[src/hdl/sed_pkg.sv]
// Shared types, character codes and digit helpers for the string escape decoder.
// No dependencies; imported by every module of the decoder.
package sed_pkg;

    // character codes seen in the literal body
    localparam logic [7:0] CH_BSLASH = 8'h5C;
    localparam logic [7:0] CH_N      = 8'h6E;
    localparam logic [7:0] CH_R      = 8'h72;
    localparam logic [7:0] CH_T      = 8'h74;
    localparam logic [7:0] CH_DOLLAR = 8'h24;
    localparam logic [7:0] CH_0      = 8'h30;
    localparam logic [7:0] CH_1      = 8'h31;
    localparam logic [7:0] CH_2      = 8'h32;
    localparam logic [7:0] CH_3      = 8'h33;
    localparam logic [7:0] CH_9      = 8'h39;
    localparam logic [7:0] CH_LX     = 8'h78;
    localparam logic [7:0] CH_UX     = 8'h58;
    localparam logic [7:0] CH_LA     = 8'h61;
    localparam logic [7:0] CH_LZ     = 8'h7A;
    localparam logic [7:0] CH_UA     = 8'h41;
    localparam logic [7:0] CH_UZ     = 8'h5A;

    // decoded control bytes
    localparam logic [7:0] BYTE_LF  = 8'h0A;
    localparam logic [7:0] BYTE_CR  = 8'h0D;
    localparam logic [7:0] BYTE_TAB = 8'h09;

    // decode queue between front and back
    localparam int QUEUE_DEPTH = 4;
    localparam int QPTR_W      = $clog2(QUEUE_DEPTH);
    localparam int QCNT_W      = $clog2(QUEUE_DEPTH + 1);

    // one decoded request: up to three bytes, or one empty end marker
    typedef struct packed {
        logic [2:0][7:0] bytes;
        logic [1:0]      last;
        logic            present;
        logic            fin;
    } sed_entry_t;

    // value of one digit character, 0 to 35
    function automatic logic [5:0] digit_value(input logic [7:0] c);
        logic [7:0] d;
        d = 8'd0;
        if (c >= CH_LA && c <= CH_LZ)
            d = c - CH_LA + 8'd10;
        else if (c >= CH_UA && c <= CH_UZ)
            d = c - CH_UA + 8'd10;
        else if (c >= CH_0 && c <= CH_9)
            d = c - CH_0;
        return d[5:0];
    endfunction

    // two hex digits, mod 256
    function automatic logic [7:0] hex_pair(input logic [7:0] a, input logic [7:0] b);
        logic [9:0] s;
        s = {digit_value(a), 4'b0000} + {4'b0000, digit_value(b)};
        return s[7:0];
    endfunction

    // three octal digits, mod 256
    function automatic logic [7:0] oct_triple(input logic [7:0] a, input logic [7:0] b,
                                              input logic [7:0] c);
        logic [12:0] s;
        s = {1'b0, digit_value(a), 6'b000000} + {4'b0000, digit_value(b), 3'b000}
            + {7'b0000000, digit_value(c)};
        return s[7:0];
    endfunction

endpackage

[src/hdl/sed_front.sv]
// Front end: accepts characters, tracks the open escape and builds decoded requests.
// Depends on sed_pkg.
module sed_front (
    input  logic                clk,
    input  logic                rst_n,
    input  logic                accept,
    input  logic [7:0]          character,
    input  logic                final_char,
    output logic                req_valid,
    output sed_pkg::sed_entry_t req
);
    import sed_pkg::*;

    logic            esc_reg;
    logic            esc_next;
    logic [1:0]      cnt_reg;
    logic [1:0]      cnt_next;
    logic [2:0][7:0] pend_reg;
    logic [2:0][7:0] pend_next;
    logic            main_valid;
    logic [7:0]      main_byte;

    // escape sequencing for the current character
    always_comb
    begin
        esc_next   = esc_reg;
        cnt_next   = cnt_reg;
        pend_next  = pend_reg;
        main_valid = 1'b0;
        main_byte  = character;
        if (!esc_reg)
        begin
            if (character == CH_BSLASH)
            begin
                esc_next = 1'b1;
                cnt_next = 2'd0;
            end
            else
            begin
                main_valid = 1'b1;
            end
        end
        else
        begin
            unique case (cnt_reg)
                2'd0:
                begin
                    unique case (character) inside
                        CH_N:
                        begin
                            main_valid = 1'b1;
                            main_byte  = BYTE_LF;
                            esc_next   = 1'b0;
                        end
                        CH_R:
                        begin
                            main_valid = 1'b1;
                            main_byte  = BYTE_CR;
                            esc_next   = 1'b0;
                        end
                        CH_T:
                        begin
                            main_valid = 1'b1;
                            main_byte  = BYTE_TAB;
                            esc_next   = 1'b0;
                        end
                        CH_0, CH_1, CH_2, CH_3, CH_DOLLAR:
                        begin
                            pend_next[0] = character;
                            cnt_next     = 2'd1;
                        end
                        default:
                        begin
                            main_valid = 1'b1;
                            esc_next   = 1'b0;
                        end
                    endcase
                end
                2'd1:
                begin
                    pend_next[1] = character;
                    cnt_next     = 2'd2;
                end
                2'd2:
                begin
                    if (pend_reg[0] == CH_DOLLAR)
                    begin
                        main_valid = 1'b1;
                        main_byte  = hex_pair(pend_reg[1], character);
                        esc_next   = 1'b0;
                    end
                    else if (pend_reg[0] == CH_0 &&
                             (pend_reg[1] == CH_LX || pend_reg[1] == CH_UX))
                    begin
                        pend_next[2] = character;
                        cnt_next     = 2'd3;
                    end
                    else
                    begin
                        main_valid = 1'b1;
                        main_byte  = oct_triple(pend_reg[0], pend_reg[1], character);
                        esc_next   = 1'b0;
                    end
                end
                default:
                begin
                    main_valid = 1'b1;
                    main_byte  = hex_pair(pend_reg[2], character);
                    esc_next   = 1'b0;
                end
            endcase
            if (!esc_next)
                cnt_next = 2'd0;
        end
    end

    // request build: main byte, or flush of a cut-short escape at the end
    always_comb
    begin
        logic [1:0] slot;
        logic [2:0] nbytes;
        req       = '0;
        req.fin   = final_char;
        slot      = 2'd0;
        nbytes    = 3'd0;
        if (main_valid)
        begin
            req.bytes[0] = main_byte;
            nbytes       = 3'd1;
        end
        else if (final_char && esc_next)
        begin
            for (int i = 0; i < 3; i++)
            begin
                if (2'(i) < cnt_next && pend_next[i] != CH_BSLASH)
                begin
                    req.bytes[slot] = pend_next[i];
                    slot            = slot + 2'd1;
                    nbytes          = nbytes + 3'd1;
                end
            end
        end
        if (nbytes == 3'd0)
        begin
            req.present = 1'b0;
            req.last    = 2'd0;
        end
        else
        begin
            req.present = 1'b1;
            req.last    = 2'(nbytes - 3'd1);
        end
        req_valid = accept && (main_valid || final_char);
    end

    // escape state, cleared after the last character of a literal
    always_ff @(posedge clk or negedge rst_n)
    begin
        if (!rst_n)
        begin
            esc_reg <= 1'b0;
            cnt_reg <= 2'd0;
        end
        else if (accept)
        begin
            if (final_char)
            begin
                esc_reg <= 1'b0;
                cnt_reg <= 2'd0;
            end
            else
            begin
                esc_reg <= esc_next;
                cnt_reg <= cnt_next;
            end
        end
    end

    // buffered escape characters
    always_ff @(posedge clk)
    begin
        if (accept)
            pend_reg <= pend_next;
    end

endmodule

[src/hdl/sed_queue.sv]
// Short request queue that decouples the front end from the result sequencer.
// Depends on sed_pkg.
module sed_queue (
    input  logic                clk,
    input  logic                rst_n,
    input  logic                wr_en,
    input  sed_pkg::sed_entry_t wr_data,
    output logic                full,
    input  logic                rd_en,
    output sed_pkg::sed_entry_t rd_data,
    output logic                empty
);
    import sed_pkg::*;

    sed_entry_t          mem_reg [QUEUE_DEPTH];
    logic [QPTR_W-1:0]   wr_ptr_reg;
    logic [QPTR_W-1:0]   rd_ptr_reg;
    logic [QCNT_W-1:0]   count_reg;
    logic                do_wr;
    logic                do_rd;

    // status and head
    assign full    = (count_reg == QCNT_W'(QUEUE_DEPTH));
    assign empty   = (count_reg == '0);
    assign rd_data = mem_reg[rd_ptr_reg];
    assign do_wr   = wr_en && !full;
    assign do_rd   = rd_en && !empty;

    // pointers and fill count
    always_ff @(posedge clk or negedge rst_n)
    begin
        if (!rst_n)
        begin
            wr_ptr_reg <= '0;
            rd_ptr_reg <= '0;
            count_reg  <= '0;
        end
        else
        begin
            if (do_wr)
                wr_ptr_reg <= wr_ptr_reg + QPTR_W'(1);
            if (do_rd)
                rd_ptr_reg <= rd_ptr_reg + QPTR_W'(1);
            if (do_wr && !do_rd)
                count_reg <= count_reg + QCNT_W'(1);
            else if (do_rd && !do_wr)
                count_reg <= count_reg - QCNT_W'(1);
        end
    end

    // entry storage
    always_ff @(posedge clk)
    begin
        if (do_wr)
            mem_reg[wr_ptr_reg] <= wr_data;
    end

endmodule

[src/hdl/sed_back.sv]
// Result sequencer: walks the bytes of the head request, one result per pop.
// Depends on sed_pkg.
module sed_back (
    input  logic                clk,
    input  logic                rst_n,
    input  sed_pkg::sed_entry_t head,
    input  logic                head_empty,
    output logic                head_pop,
    input  logic                pop,
    output logic [7:0]          out_byte,
    output logic                byte_present,
    output logic                end_of_literal
);
    import sed_pkg::*;

    logic [1:0] idx_reg;
    logic       at_last;

    assign at_last = (idx_reg == head.last);

    // current result from the head request
    always_comb
    begin
        case (idx_reg)
            2'd0:    out_byte = head.bytes[0];
            2'd1:    out_byte = head.bytes[1];
            default: out_byte = head.bytes[2];
        endcase
        byte_present   = head.present;
        end_of_literal = head.fin && at_last;
        head_pop       = pop && !head_empty && at_last;
    end

    // byte index within the head request
    always_ff @(posedge clk or negedge rst_n)
    begin
        if (!rst_n)
            idx_reg <= 2'd0;
        else if (pop && !head_empty)
        begin
            if (at_last)
                idx_reg <= 2'd0;
            else
                idx_reg <= idx_reg + 2'd1;
        end
    end

endmodule

[src/hdl/string_escape_decoder_core.sv]
// Top level of the string escape decoder: front end, request queue, result sequencer.
// Depends on sed_pkg, sed_front, sed_queue and sed_back.
//
// Usage: the body of one quoted literal enters one character per request on the
// input queue port (push/full, character, final_char marks the last character).
// Decoded bytes leave on the result queue port (empty/pop, out_byte, byte_present,
// end_of_literal). A character that completes a byte is queued and shows up on the result
// ports once the requests ahead of it are popped. The input side takes one character per
// cycle as long as results are popped; each request yields at most one byte, except the
// final character of a literal ending inside an open escape, which yields up to three
// bytes, popped one after another. A final character that yields nothing gives one empty
// end marker (byte_present 0, end_of_literal 1).
// A four-entry request queue sits between the front end and the result sequencer;
// when pop stays low the queue fills and full rises, holding off further characters.
// Reset clears the escape state and empties the queue; the block is ready as soon as
// reset is released.
module string_escape_decoder_core (
    input  logic       clk,
    input  logic       rst_n,
    input  logic       push,
    output logic       full,
    input  logic [7:0] character,
    input  logic       final_char,
    output logic       empty,
    input  logic       pop,
    output logic [7:0] out_byte,
    output logic       byte_present,
    output logic       end_of_literal
);
    import sed_pkg::*;

    logic       accept;
    logic       req_valid;
    sed_entry_t req;
    sed_entry_t head;
    logic       head_pop;

    assign accept = push && !full;

    // character classification and escape tracking
    sed_front u_front (
        .clk        (clk),
        .rst_n      (rst_n),
        .accept     (accept),
        .character  (character),
        .final_char (final_char),
        .req_valid  (req_valid),
        .req        (req)
    );

    // decoupling queue
    sed_queue u_queue (
        .clk     (clk),
        .rst_n   (rst_n),
        .wr_en   (req_valid),
        .wr_data (req),
        .full    (full),
        .rd_en   (head_pop),
        .rd_data (head),
        .empty   (empty)
    );

    // result sequencing
    sed_back u_back (
        .clk            (clk),
        .rst_n          (rst_n),
        .head           (head),
        .head_empty     (empty),
        .head_pop       (head_pop),
        .pop            (pop),
        .out_byte       (out_byte),
        .byte_present   (byte_present),
        .end_of_literal (end_of_literal)
    );

endmodule

[config.mk]
export PLATFORM = sky130hd
export DESIGN_NAME = string_escape_decoder_core
export DESIGN_NICKNAME = d
export VERILOG_FILES = /design/src/hdl/sed_pkg.sv /design/src/hdl/sed_front.sv /design/src/hdl/sed_queue.sv /design/src/hdl/sed_back.sv /design/src/hdl/string_escape_decoder_core.sv
export SDC_FILE = /design/constraint.sdc
export NUM_CORES = 1
export LEC_CHECK = 0
export ABC_AREA = 1
export BUFFER_PORTS_ARGS = -buffer_cell sky130_fd_sc_hd__buf_2
export CORE_UTILIZATION = 25
export CTS_CLUSTER_DIAMETER = 150
export DETAILED_ROUTE_END_ITERATION = 8
export PLACE_DENSITY = 0.44
export SYNTH_ARGS = -nofsm -noshare
export SYNTH_HDL_FRONTEND = slang
export SYNTH_SLANG_ARGS = --single-unit
[constraint.sdc]
create_clock -name clk -period 3 [get_ports clk]
set_input_delay 0.15 -clock clk [delete_from_list [all_inputs] [get_ports clk]]
set_output_delay 0.15 -clock clk [all_outputs]
set_load 0.05 [all_outputs]
==> results of run 1 <==
routing by layer:
metal  vias to the layer above  share of wire, %
met2                       103                48
met5                         -                 0
li1                       3963                 -
met4                         0               1.5
met1                      3773                48
met3                        24               2.5
worst max-delay path, stage by stage (launching register included):
cell      delay, ns
edfxtp_1       0.47
inv_2          0.13
ha_4           0.14
o21ai_1        0.08
a21oi_2        0.18
buf_4          0.13
inv_1          0.04
o21a_1         0.23
buf_6          0.13
buf_4          0.12
buf_4          0.12
fa_1           0.36
xor2_1         0.20
nand2_1        0.09
nand3_1        0.07
nand4_1        0.09
o211ai_1       0.19
nand2_1        0.16
logic make-up after synthesis:
family	count (synthesis)	share of synthesized area, %
flip-flops	148	49.1
AO/OA/AOI/OAI	203	12.3
AND/OR/NAND/NOR	480	23.7
buffers and inverters	166	7.33
multiplexers	2	0.238
XOR/XNOR	11	1.08
adder cells (fa/ha/maj)	42	6.23
cells in the mapped netlist (all sizes together):
master / number
or2: 4
edfxtp: 136
nand3: 78
ha: 38
o21ai: 125
clkbuf: 21
a21o: 1
nor2: 142
o21a: 2
nand2: 225
o22ai: 30
nand4: 14
nor4: 2
mux2i: 1
dfrtp: 12
inv: 136
buf: 9
o211ai: 9
mux2: 1
a21oi: 35
nand3b: 3
nor3: 11
xor2: 9
and3: 1
fa: 4
xnor2: 2
a22oi: 1
how the worst max path moves through the flow:
stage	end	cells after the start	from	slack [ns]
after floorplan	u_queue.mem_reg[0][0]$_DFFE_PP_	13	u_front.pend_reg[8]$_DFFE_PP_	-0.29
after global placement	u_queue.mem_reg[3][11]$_DFFE_PP_	27	character[1]	-0.43
after detailed placement	u_queue.mem_reg[2][11]$_DFFE_PP_	27	character[1]	-0.49
after CTS	u_queue.mem_reg[1][10]$_DFFE_PP_	20	u_front.pend_reg[8]$_DFFE_PP_	-0.14
after global routing	u_queue.mem_reg[0][11]$_DFFE_PP_	28	u_front.pend_reg[8]$_DFFE_PP_	-0.47
final	u_queue.mem_reg[1][10]$_DFFE_PP_	17	u_front.pend_reg[8]$_DFFE_PP_	-0.23
cells in the final DEF (no fill, tap or decap), drive strengths merged:
cell	n
and3	1
edfxtp	136
xor2	9
xnor2	2
clkbuf	17
inv	139
a21o	1
mux2i	1
nand3	79
o21ai	125
ha	38
or2	4
dlygate4sd3	2
buf	208
o22ai	30
clkinvlp	5
clkinv	7
a22oi	1
a21oi	35
nand4	14
nor3	11
o211ai	9
nand2	225
nand3b	3
o21a	2
mux2	1
dfrtp	12
nor4	2
nor2	142
fa	4
what timing repair did:
item / 4_1_cts / 5_1_grt
resized for setup: 44 / 84
gates cloned: 1 / 0
hold buffers: 2 / 0
endpoints found under the hold margin: 16 / 0
buffers inserted: 5 / 6
pin swaps: 21 / 40
setup endpoints to repair: 57 / 110
metrics by stage:
step           instance area, µm²  power, mW  hold WS [ns]
6_report                    12000       10.5        0.0526
5_1_grt                     12000       11.2        0.0638
4_1_cts                     11600       10.3        0.0554
3_5_place_dp                10900       8.11        0.0708
3_3_place_gp                10900       8.11        0.0734
2_1_floorplan                8940       6.22        -0.146
report_power, final:
group	switching, mW	internal, mW
Clock	0.908	1.08
Combinational	3.52	1.88
Sequential	0.204	2.88
Total	4.63	5.84
cell type report:
class / count / area (µm²) / area share, %
Multi-Input combinational cell: 739 / 4290 / 35.8
Sequential cell: 148 / 4390 / 36.6
Clock buffer: 17 / 425 / 3.55
Tap cell: 455 / 569 / 4.75
Timing Repair Buffer: 210 / 1660 / 13.8
Clock inverter: 15 / 124 / 1.03
Inverter: 136 / 531 / 4.43
==> metrics.cfg, run 1 <==
[die]
die_y_um = 191
fp.dieArea_um2 = 36400
rows = 68
core_um2 = 34800
ioPinCount = 25
initial_utilization_pct = 25.6
die_w_um = 191

[layout]
syn2layout_area_growth_pct = 34.3
fin_util_pct = 34.4
n_antenna_cell = 0
fin_cells = 1720
nNetsFinal = 1307
fillers = 3579
largest_register_ffs = 112
drive_above_1_share_pct = 30.3

[hold_path]
hold_depth = 3
hold_end = u_front.esc_reg$_DFFE_PN0P_
min_path_type = input pin to register
hp-start = push

[yosys]
netlist_area_um2 = 8920
ys_seq_area_share_pct = 49.1
synth.avg_cell_area_um2 = 8.48
synth_top_area_share_pct = 45.8
ys_warn_count = 0
synth.distinct_cells = 41
syn_inst = 1052
syn-num-nets = 1107
yosysTopAreaCell = edfxtp_1
synthTopCellsByArea = edfxtp_1 (46%), nand2_1 (9.0%), o21ai_0 (6.3%)
synth_seq_cells = 148

[global_route]
top_usage_layer = met2
grt_pass1_wl_um = 42100
grt_max_degree = 49
grt_pass1_vias = 7654
grt_util_met3_pct = 1.85
antenna_found_initial = 0
grt_use_total_pct = 15.2
grt_use_met1_pct = 20.2
grtUsageMet2_pct = 25.7
grt_overflow_total = 0

[routing]
dr.pass1.iters = 5
num_vias = 7863
routed_wl_um = 27000
drtAntennaViolNets = 0
vias_per_cell = 4.57
drc = 0
wl_per_cell_um = 15.7
drt_iter0_drc = 440

[clock_tree]
clock_sinks = 148
path_clk_slew_ns = 0.07
cts_buffers = 17
cts_tree = built
cts-root-buf = clkbuf_16
htree_levels = 4
clk_latency_ns = 0.43
clock_path_buffers = 2

[status]
violations = negative setup slack
status = complete, but fails checks

[timing]
tightest_slew_ns = 0.622
slew-limit-headroom_pct = 58.4
period_needed_ns = 3.23
setup_slack_ns = -0.232
finalCritPeriodShare_pct = 108
finalMaxSlewViolations = 0
rsz0062_at_grt = yes
setup_viol = 16
max_freq_mhz = 309
finalSetupTns_ns = -2.77
skew_ns = 0.0141
hold_viol_final = 0

[worst_setup_path]
cp_max_fo = 4
r2r-start = u_front.pend_reg[8]$_DFFE_PP_
reg2reg_to = u_queue.mem_reg[1][10]$_DFFE_PP_
ff2ff_path_depth = 17
end_kind = register
cp-start-kind = register
cp.required_ns = 3.14
ff2ff_setup_slack_ns = -0.23
crit_type = register to register
critical_path_arrival_ns = 3.37

[power_and_ir_drop]
ir_drop_uv = 727
power_density_nw_per_um2 = 873
leakage_nw = 5.13

[placement]
dp_hpwl_um = 19400
pre_cts_slack_ns = -0.493
place_inst = 1675
portBuffers = 24
gp_congestion = 0.865

[job]
drv_cap = 0

(Power assumes the default switching activity.)
==> run 2, diff against run 1 <==
PLACE_DENSITY = 0.51   (was 0.44)
RECOVER_POWER = 25   (was not set)
==> metrics.cfg, run 2 (synthesis results as in run 1) <==
[timing]
finalCritPeriodShare_pct = 106  ; was 108%
setup_slack_ns = -0.177  ; was -0.232 ns
finalMaxSlewViolations = 0  ; unchanged
tightest_slew_ns = 0.779  ; was 0.622 ns
rsz0062_at_grt = yes  ; unchanged
skew_ns = 0.0180  ; was 0.0141 ns
hold_viol_final = 0  ; unchanged
hold_slack_ns = 0.0687  ; was 0.0526 ns
period_needed_ns = 3.18  ; was 3.23 ns
max_freq_mhz = 315  ; was 309 MHz
slew-limit-headroom_pct = 48.1  ; was 58.4%
setup_viol = 76  ; was 16

[global_route]
grt_max_degree = 53  ; was 49
grt_pass1_vias = 7589  ; was 7654
grt_use_total_pct = 14.4  ; was 15.2%
grt_overflow_total = 0  ; unchanged
grt_pass1_wl_um = 41000  ; was 42100 µm
antenna_found_initial = 0  ; unchanged

[status]
status = complete, but fails checks  ; unchanged
violations = negative setup slack  ; unchanged

[layout]
nNetsFinal = 1297  ; was 1307
multi_input_area_um2 = 4120  ; was 4290 µm²
n_antenna_cell = 0  ; unchanged
final-seq-area_um2 = 4380  ; was 4390 µm²
fillers = 3633  ; was 3579
final_common_cell = nand2_1  ; unchanged
mostFrequentLayoutCells = nand2_1 (200), buf_4 (158), edfxtp_1 (136)  ; was nand2_1 (193), buf_4 (167), edfxtp_1 (136)
design_area_um2 = 11700  ; was 12000 µm²
largest_register_ffs = 112  ; unchanged
syn2layout_area_growth_pct = 31.2  ; was 34.3%
drive_above_1_share_pct = 26.9  ; was 30.3%

[power_and_ir_drop]
ir_drop_uv = 720  ; was 727 µV
leakage_nw = 4.97  ; was 5.13 nW
power_density_nw_per_um2 = 876  ; was 873 nW/µm²

[clock_tree]
clock_sinks = 148  ; unchanged
clk_latency_ns = 0.42  ; was 0.43 ns
clock_path_buffers = 2  ; unchanged
cts_buffers = 17  ; unchanged
path_clk_slew_ns = 0.07  ; about the same
cts_tree = built  ; unchanged
cts-root-buf = clkbuf_16  ; unchanged
htree_levels = 4  ; unchanged

[routing]
vias_per_cell = 4.54  ; was 4.57
dr.pass1.iters = 5  ; unchanged
wl_per_cell_um = 15.1  ; was 15.7 µm
routed_wl_um = 25800  ; was 27000 µm
num_vias = 7764  ; was 7863
drc = 0  ; unchanged
drtAntennaViolNets = 0  ; unchanged
drt_iter0_drc = 591  ; was 440

[worst_setup_path]
critical_path_arrival_ns = 3.35  ; was 3.37 ns
cp_max_fo = 14  ; was 4
path_buf_inv = 8  ; was 6
end_kind = register  ; unchanged
cp_top_family = buffers and inverters  ; was compound AO/OA/AOI/OAI gates
cp-start-kind = input pin  ; was register
slowest_stage = clkbuf_1  ; was edfxtp_1
cp_slowest_stage_delay_ns = 0.41  ; was 0.47 ns
crit_type = input pin to register  ; was register to register
worst_path_most_repeated_cell = nand2_1  ; was buf_4
path_cells = buf_2, clkinvlp_4, clkbuf_1, ha_1, inv_1, nor3_1, nand2_1, nand2_1, nand2_1, buf_12, nand2_1, o21ai_0, nor3_2, nand2_2, nand2_4, inv_4, ha_4, nand3_4, buf_12, o21ai_0, a21oi_1, buf_4  ; was inv_2, ha_4, o21ai_1, a21oi_2, buf_4, inv_1, o21a_1, buf_6, buf_4, buf_4, fa_1, xor2_1, nand2_1, nand3_1, nand4_1, o211ai_1, nand2_1
cp.required_ns = 3.17  ; was 3.14 ns

[die]
initial_utilization_pct = 25.6  ; unchanged
die_y_um = 191  ; unchanged
core_um2 = 34800  ; unchanged
fp.dieArea_um2 = 36400  ; unchanged
rows = 68  ; unchanged
ioPinCount = 25  ; unchanged
die_w_um = 191  ; unchanged

[placement]
dp_hpwl_um = 18900  ; was 19400 µm
place_area_um2 = 10800  ; was 10900 µm²
pre_cts_slack_ns = -0.479  ; was -0.493 ns
gp_congestion = 0.876  ; was 0.865
portBuffers = 24  ; unchanged

[job]
drv_cap = 0  ; unchanged

[hold_path]
min_path_type = input pin to register  ; unchanged

[run 2: stage by stage]
step	util [%]	power (mW)	setup TNS [ns]	std cells
final	33.6	10.3	-8.50	1710
after global routing	33.6	11.0	-23.57	1710
after CTS	33.3	10.3	-1.07	1703
after detailed placement	30.9	8.00	-19.20	1660
after global placement	30.9	7.99	-15.99	1660
after floorplan	-	6.22	-33.33	1052
[run 2: power by group]
part	switching [mW]	internal, mW	total, mW	leakage, nW
sequential	0.202	2.88	3.08	1.43
clock	0.901	1.16	2.06	0.275
combinational	3.37	1.74	5.11	3.27
[run 2: final cells by class]
type	instances	share of cell area, %
clock buffer	17	3.64
clock inverter	15	1.26
inverter	136	4.47
multi-input combinational	738	35.2
sequential	148	37.5
tap	455	4.86
timing repair buffer	201	13.1
[run 2: worst register-to-register path, cell delays in order, from the launching register on]
cell      delay [ns]
dfrtp_1         0.42
inv_2           0.07
nor2_1          0.05
nand2_1         0.28
clkbuf_1        0.23
nand2_1         0.06
o21ai_0         0.15
inv_1           0.15
nor4_1          0.27
nand2_1         0.16
nand2_2         0.11
inv_1           0.07
ha_4            0.28
nand3_4         0.09
buf_12          0.14
o21ai_0         0.18
a21oi_1         0.09
buf_4           0.15
[run 2: routing by layer]
layer | share of wire [%] | global-route usage [%]
met2 | 48 | 24.3
met3 | 2.4 | 1.95
met5 | 0 | 0
met1 | 48 | 19.3
met4 | 1.3 | 3.85
[run 2: what timing repair did]
action / 4_1_cts / 5_1_grt
pin swaps: 21 / 24
hold buffers: 2 / 0
resized for setup: 57 / 28
gates cloned: 0 / 0
setup buffers: 9 / 7
hold endpoints to repair: 16 / 0
endpoints found under the setup margin: 65 / 110
[run 2: worst paths after layout]
check | start | to | slack (ns) | depth (start not counted)
worst max-delay path | character[1] | u_queue.mem_reg[1][15]$_DFFE_PP_ | -0.18 | 22
worst min-delay path | push | u_front.esc_reg$_DFFE_PN0P_ | 0.07 | 3
worst max register to register | u_front.cnt_reg[0]$_DFFE_PN0P_ | u_queue.mem_reg[1][15]$_DFFE_PP_ | -0.17 | 17
worst min register to register | u_queue.count_reg[0]$_DFFE_PN0P_ | u_queue.count_reg[0]$_DFFE_PN0P_ | 0.55 | 1
max in group asynchronous | rst_n | u_queue.rd_ptr_reg[0]$_DFFE_PN0P_ | 2.21 | 2
min in group asynchronous | rst_n | u_queue.count_reg[2]$_DFFE_PN0P_ | 0.31 | 2
==> run 3, diff against run 2 <==
CORE_UTILIZATION = 50   (was 25)
PLACE_DENSITY = 0.8   (was 0.51)
==> metrics.cfg, run 3 (synthesis results as in run 1) <==
[status]
status = complete, but fails checks  ; unchanged
violations = negative setup slack  ; unchanged

[clock_tree]
clk_latency_ns = 0.43  ; was 0.42 ns
cts_buffers = 17  ; unchanged
htree_levels = 4  ; unchanged
clock_sinks = 148  ; unchanged
cts-root-buf = clkbuf_16  ; unchanged
clock_path_buffers = 2  ; unchanged
path_clk_slew_ns = 0.07  ; about the same
cts_tree = built  ; unchanged

[layout]
largest_register_ffs = 112  ; unchanged
mostFrequentLayoutCells = nand2_1 (196), buf_4 (138), edfxtp_1 (136)  ; was nand2_1 (200), buf_4 (158), edfxtp_1 (136)
n_antenna_cell = 0  ; unchanged
design_area_um2 = 11400  ; was 11700 µm²
nNetsFinal = 1279  ; was 1297
syn2layout_area_growth_pct = 27.7  ; was 31.2%
drive_above_1_share_pct = 26.8  ; was 26.9%
fin_cells = 1462  ; was 1710
fillers = 1286  ; was 3633
final_common_cell = nand2_1  ; unchanged

[routing]
routed_wl_um = 26000  ; was 25800 µm
drtAntennaViolNets = 0  ; unchanged
vias_per_cell = 5.76  ; was 4.54
num_vias = 8421  ; was 7764
wl_per_cell_um = 17.8  ; was 15.1 µm
drt_iter0_drc = 782  ; was 591
dr.pass1.iters = 5  ; unchanged
drc = 0  ; unchanged

[job]
drv_cap = 0  ; unchanged

[global_route]
grt_pass1_vias = 7865  ; was 7589
grt_pass1_wl_um = 38200  ; was 41000 µm
grt_use_total_pct = 27.0  ; was 14.4%
antenna_found_initial = 0  ; unchanged
grt_max_degree = 53  ; unchanged
grt_overflow_total = 0  ; unchanged

[die]
initial_utilization_pct = 51.4  ; was 25.6%
rows = 48  ; was 68
fp.dieArea_um2 = 18400  ; was 36400 µm²
ioPinCount = 25  ; unchanged
die_y_um = 136  ; was 191 µm
core_um2 = 17400  ; was 34800 µm²
die_w_um = 136  ; was 191 µm

[timing]
setup_slack_ns = -0.170  ; was -0.177 ns
tightest_slew_ns = 0.749  ; was 0.779 ns
skew_ns = 0.0127  ; was 0.0180 ns
setup_viol = 71  ; was 76
finalCritPeriodShare_pct = 106  ; about the same
slew-limit-headroom_pct = 50.1  ; was 48.1%
rsz0062_at_grt = yes  ; unchanged
finalMaxSlewViolations = 0  ; unchanged
period_needed_ns = 3.17  ; was 3.18 ns
max_freq_mhz = 315  ; about the same
hold_viol_final = 0  ; unchanged

[worst_setup_path]
end_kind = register  ; unchanged
crit_type = register to register  ; was input pin to register
cp-start-kind = register  ; was input pin
critical_path_arrival_ns = 3.46  ; was 3.35 ns
cp_max_fo = 16  ; was 14
cp.required_ns = 3.29  ; was 3.17 ns

[power_and_ir_drop]
power_density_nw_per_um2 = 905  ; was 876 nW/µm²
ir_drop_uv = 1140  ; was 720 µV
leakage_nw = 4.95  ; was 4.97 nW

[placement]
pre_cts_slack_ns = -0.387  ; was -0.479 ns
gp_congestion = 0.980  ; was 0.876
dp_hpwl_um = 17100  ; was 18900 µm
place_area_um2 = 10300  ; was 10800 µm²
place_inst = 1407  ; was 1660
portBuffers = 24  ; unchanged

[hold_path]
min_path_type = input pin to register  ; unchanged

-- run 3: cell type report --
class	instances	area [µm²]	share of cell area [%]
flip-flops and latches	148	4380	38.5
multi-input cells	739	4240	37.2
well taps	225	282	2.47
inverters	136	518	4.55
clock inverters	11	88.8	0.780
repair buffers	182	1400	12.3
clock buffers	21	482	4.23
-- run 3: timing repair --
action / 4_1_cts / 5_1_grt
pin swaps: 19 / 36
gates resized for setup: 33 / 70
endpoints found under the hold margin: 16 / 0
buffers inserted: 5 / 15
cloned: 0 / 1
endpoints found under the setup margin: 36 / 110
hold buffers: 2 / 0
-- run 3: report_power, final --
| part | internal, mW | total, mW | switching, mW | leakage (nW) |
|---|---|---|---|---|
| combinational | 1.70 | 5.17 | 3.47 | 3.23 |
| clock | 1.17 | 2.04 | 0.874 | 0.286 |
| sequential | 2.88 | 3.10 | 0.220 | 1.43 |
-- run 3: through the flow --
step                hold WS (ns)  power, mW  util [%]  setup TNS (ns)
floorplan                 -0.146       6.22         -          -33.33
global placement          0.0462       7.66      59.4           -4.00
detailed placement        0.0484       7.79      59.4          -11.28
CTS                       0.0726       9.91      63.6          -0.303
global route               0.107       10.9      65.6          -17.03
finish                    0.0790       10.3      65.6           -4.59
-- run 3: worst max-delay path, cell delays in order (launching register included) --
cell and delay (ns):
dfrtp_1 0.38, inv_1 0.10, nor2_1 0.22, nand2_4 0.19, o21ai_0 0.31, inv_1 0.15
nor4_2 0.26, nand2_1 0.17, nand2_2 0.11, inv_1 0.07, ha_4 0.31, nand3_4 0.13
buf_4 0.19, a21oi_1 0.26, buf_4 0.18
-- run 3: per-layer routing --
layer,track usage (%),wire (µm),up-vias
met4,13.5,1370,0
met3,4.41,1860,117
li1,-,-,3914
met1,33.2,10100,3931
met5,0,0,-
met2,45.7,12600,459
-- run 3: path summary, 6_finish.rpt --
| check | startpoint | to | slack [ns] | cells past startpoint |
|---|---|---|---|---|
| worst max-delay path | u_front.cnt_reg[0]$_DFFE_PN0P_ | u_queue.mem_reg[1][14]$_DFFE_PP_ | -0.17 | 14 |
| worst min-delay path | push | u_front.esc_reg$_DFFE_PN0P_ | 0.08 | 3 |
| worst max register to register | u_front.cnt_reg[0]$_DFFE_PN0P_ | u_queue.mem_reg[1][14]$_DFFE_PP_ | -0.17 | 14 |
| worst min register to register | u_queue.count_reg[0]$_DFFE_PN0P_ | u_queue.count_reg[0]$_DFFE_PN0P_ | 0.54 | 1 |
| max in group asynchronous | rst_n | u_queue.rd_ptr_reg[0]$_DFFE_PN0P_ | 2.23 | 2 |
| min in group asynchronous | rst_n | u_queue.count_reg[0]$_DFFE_PN0P_ | 0.30 | 2 |
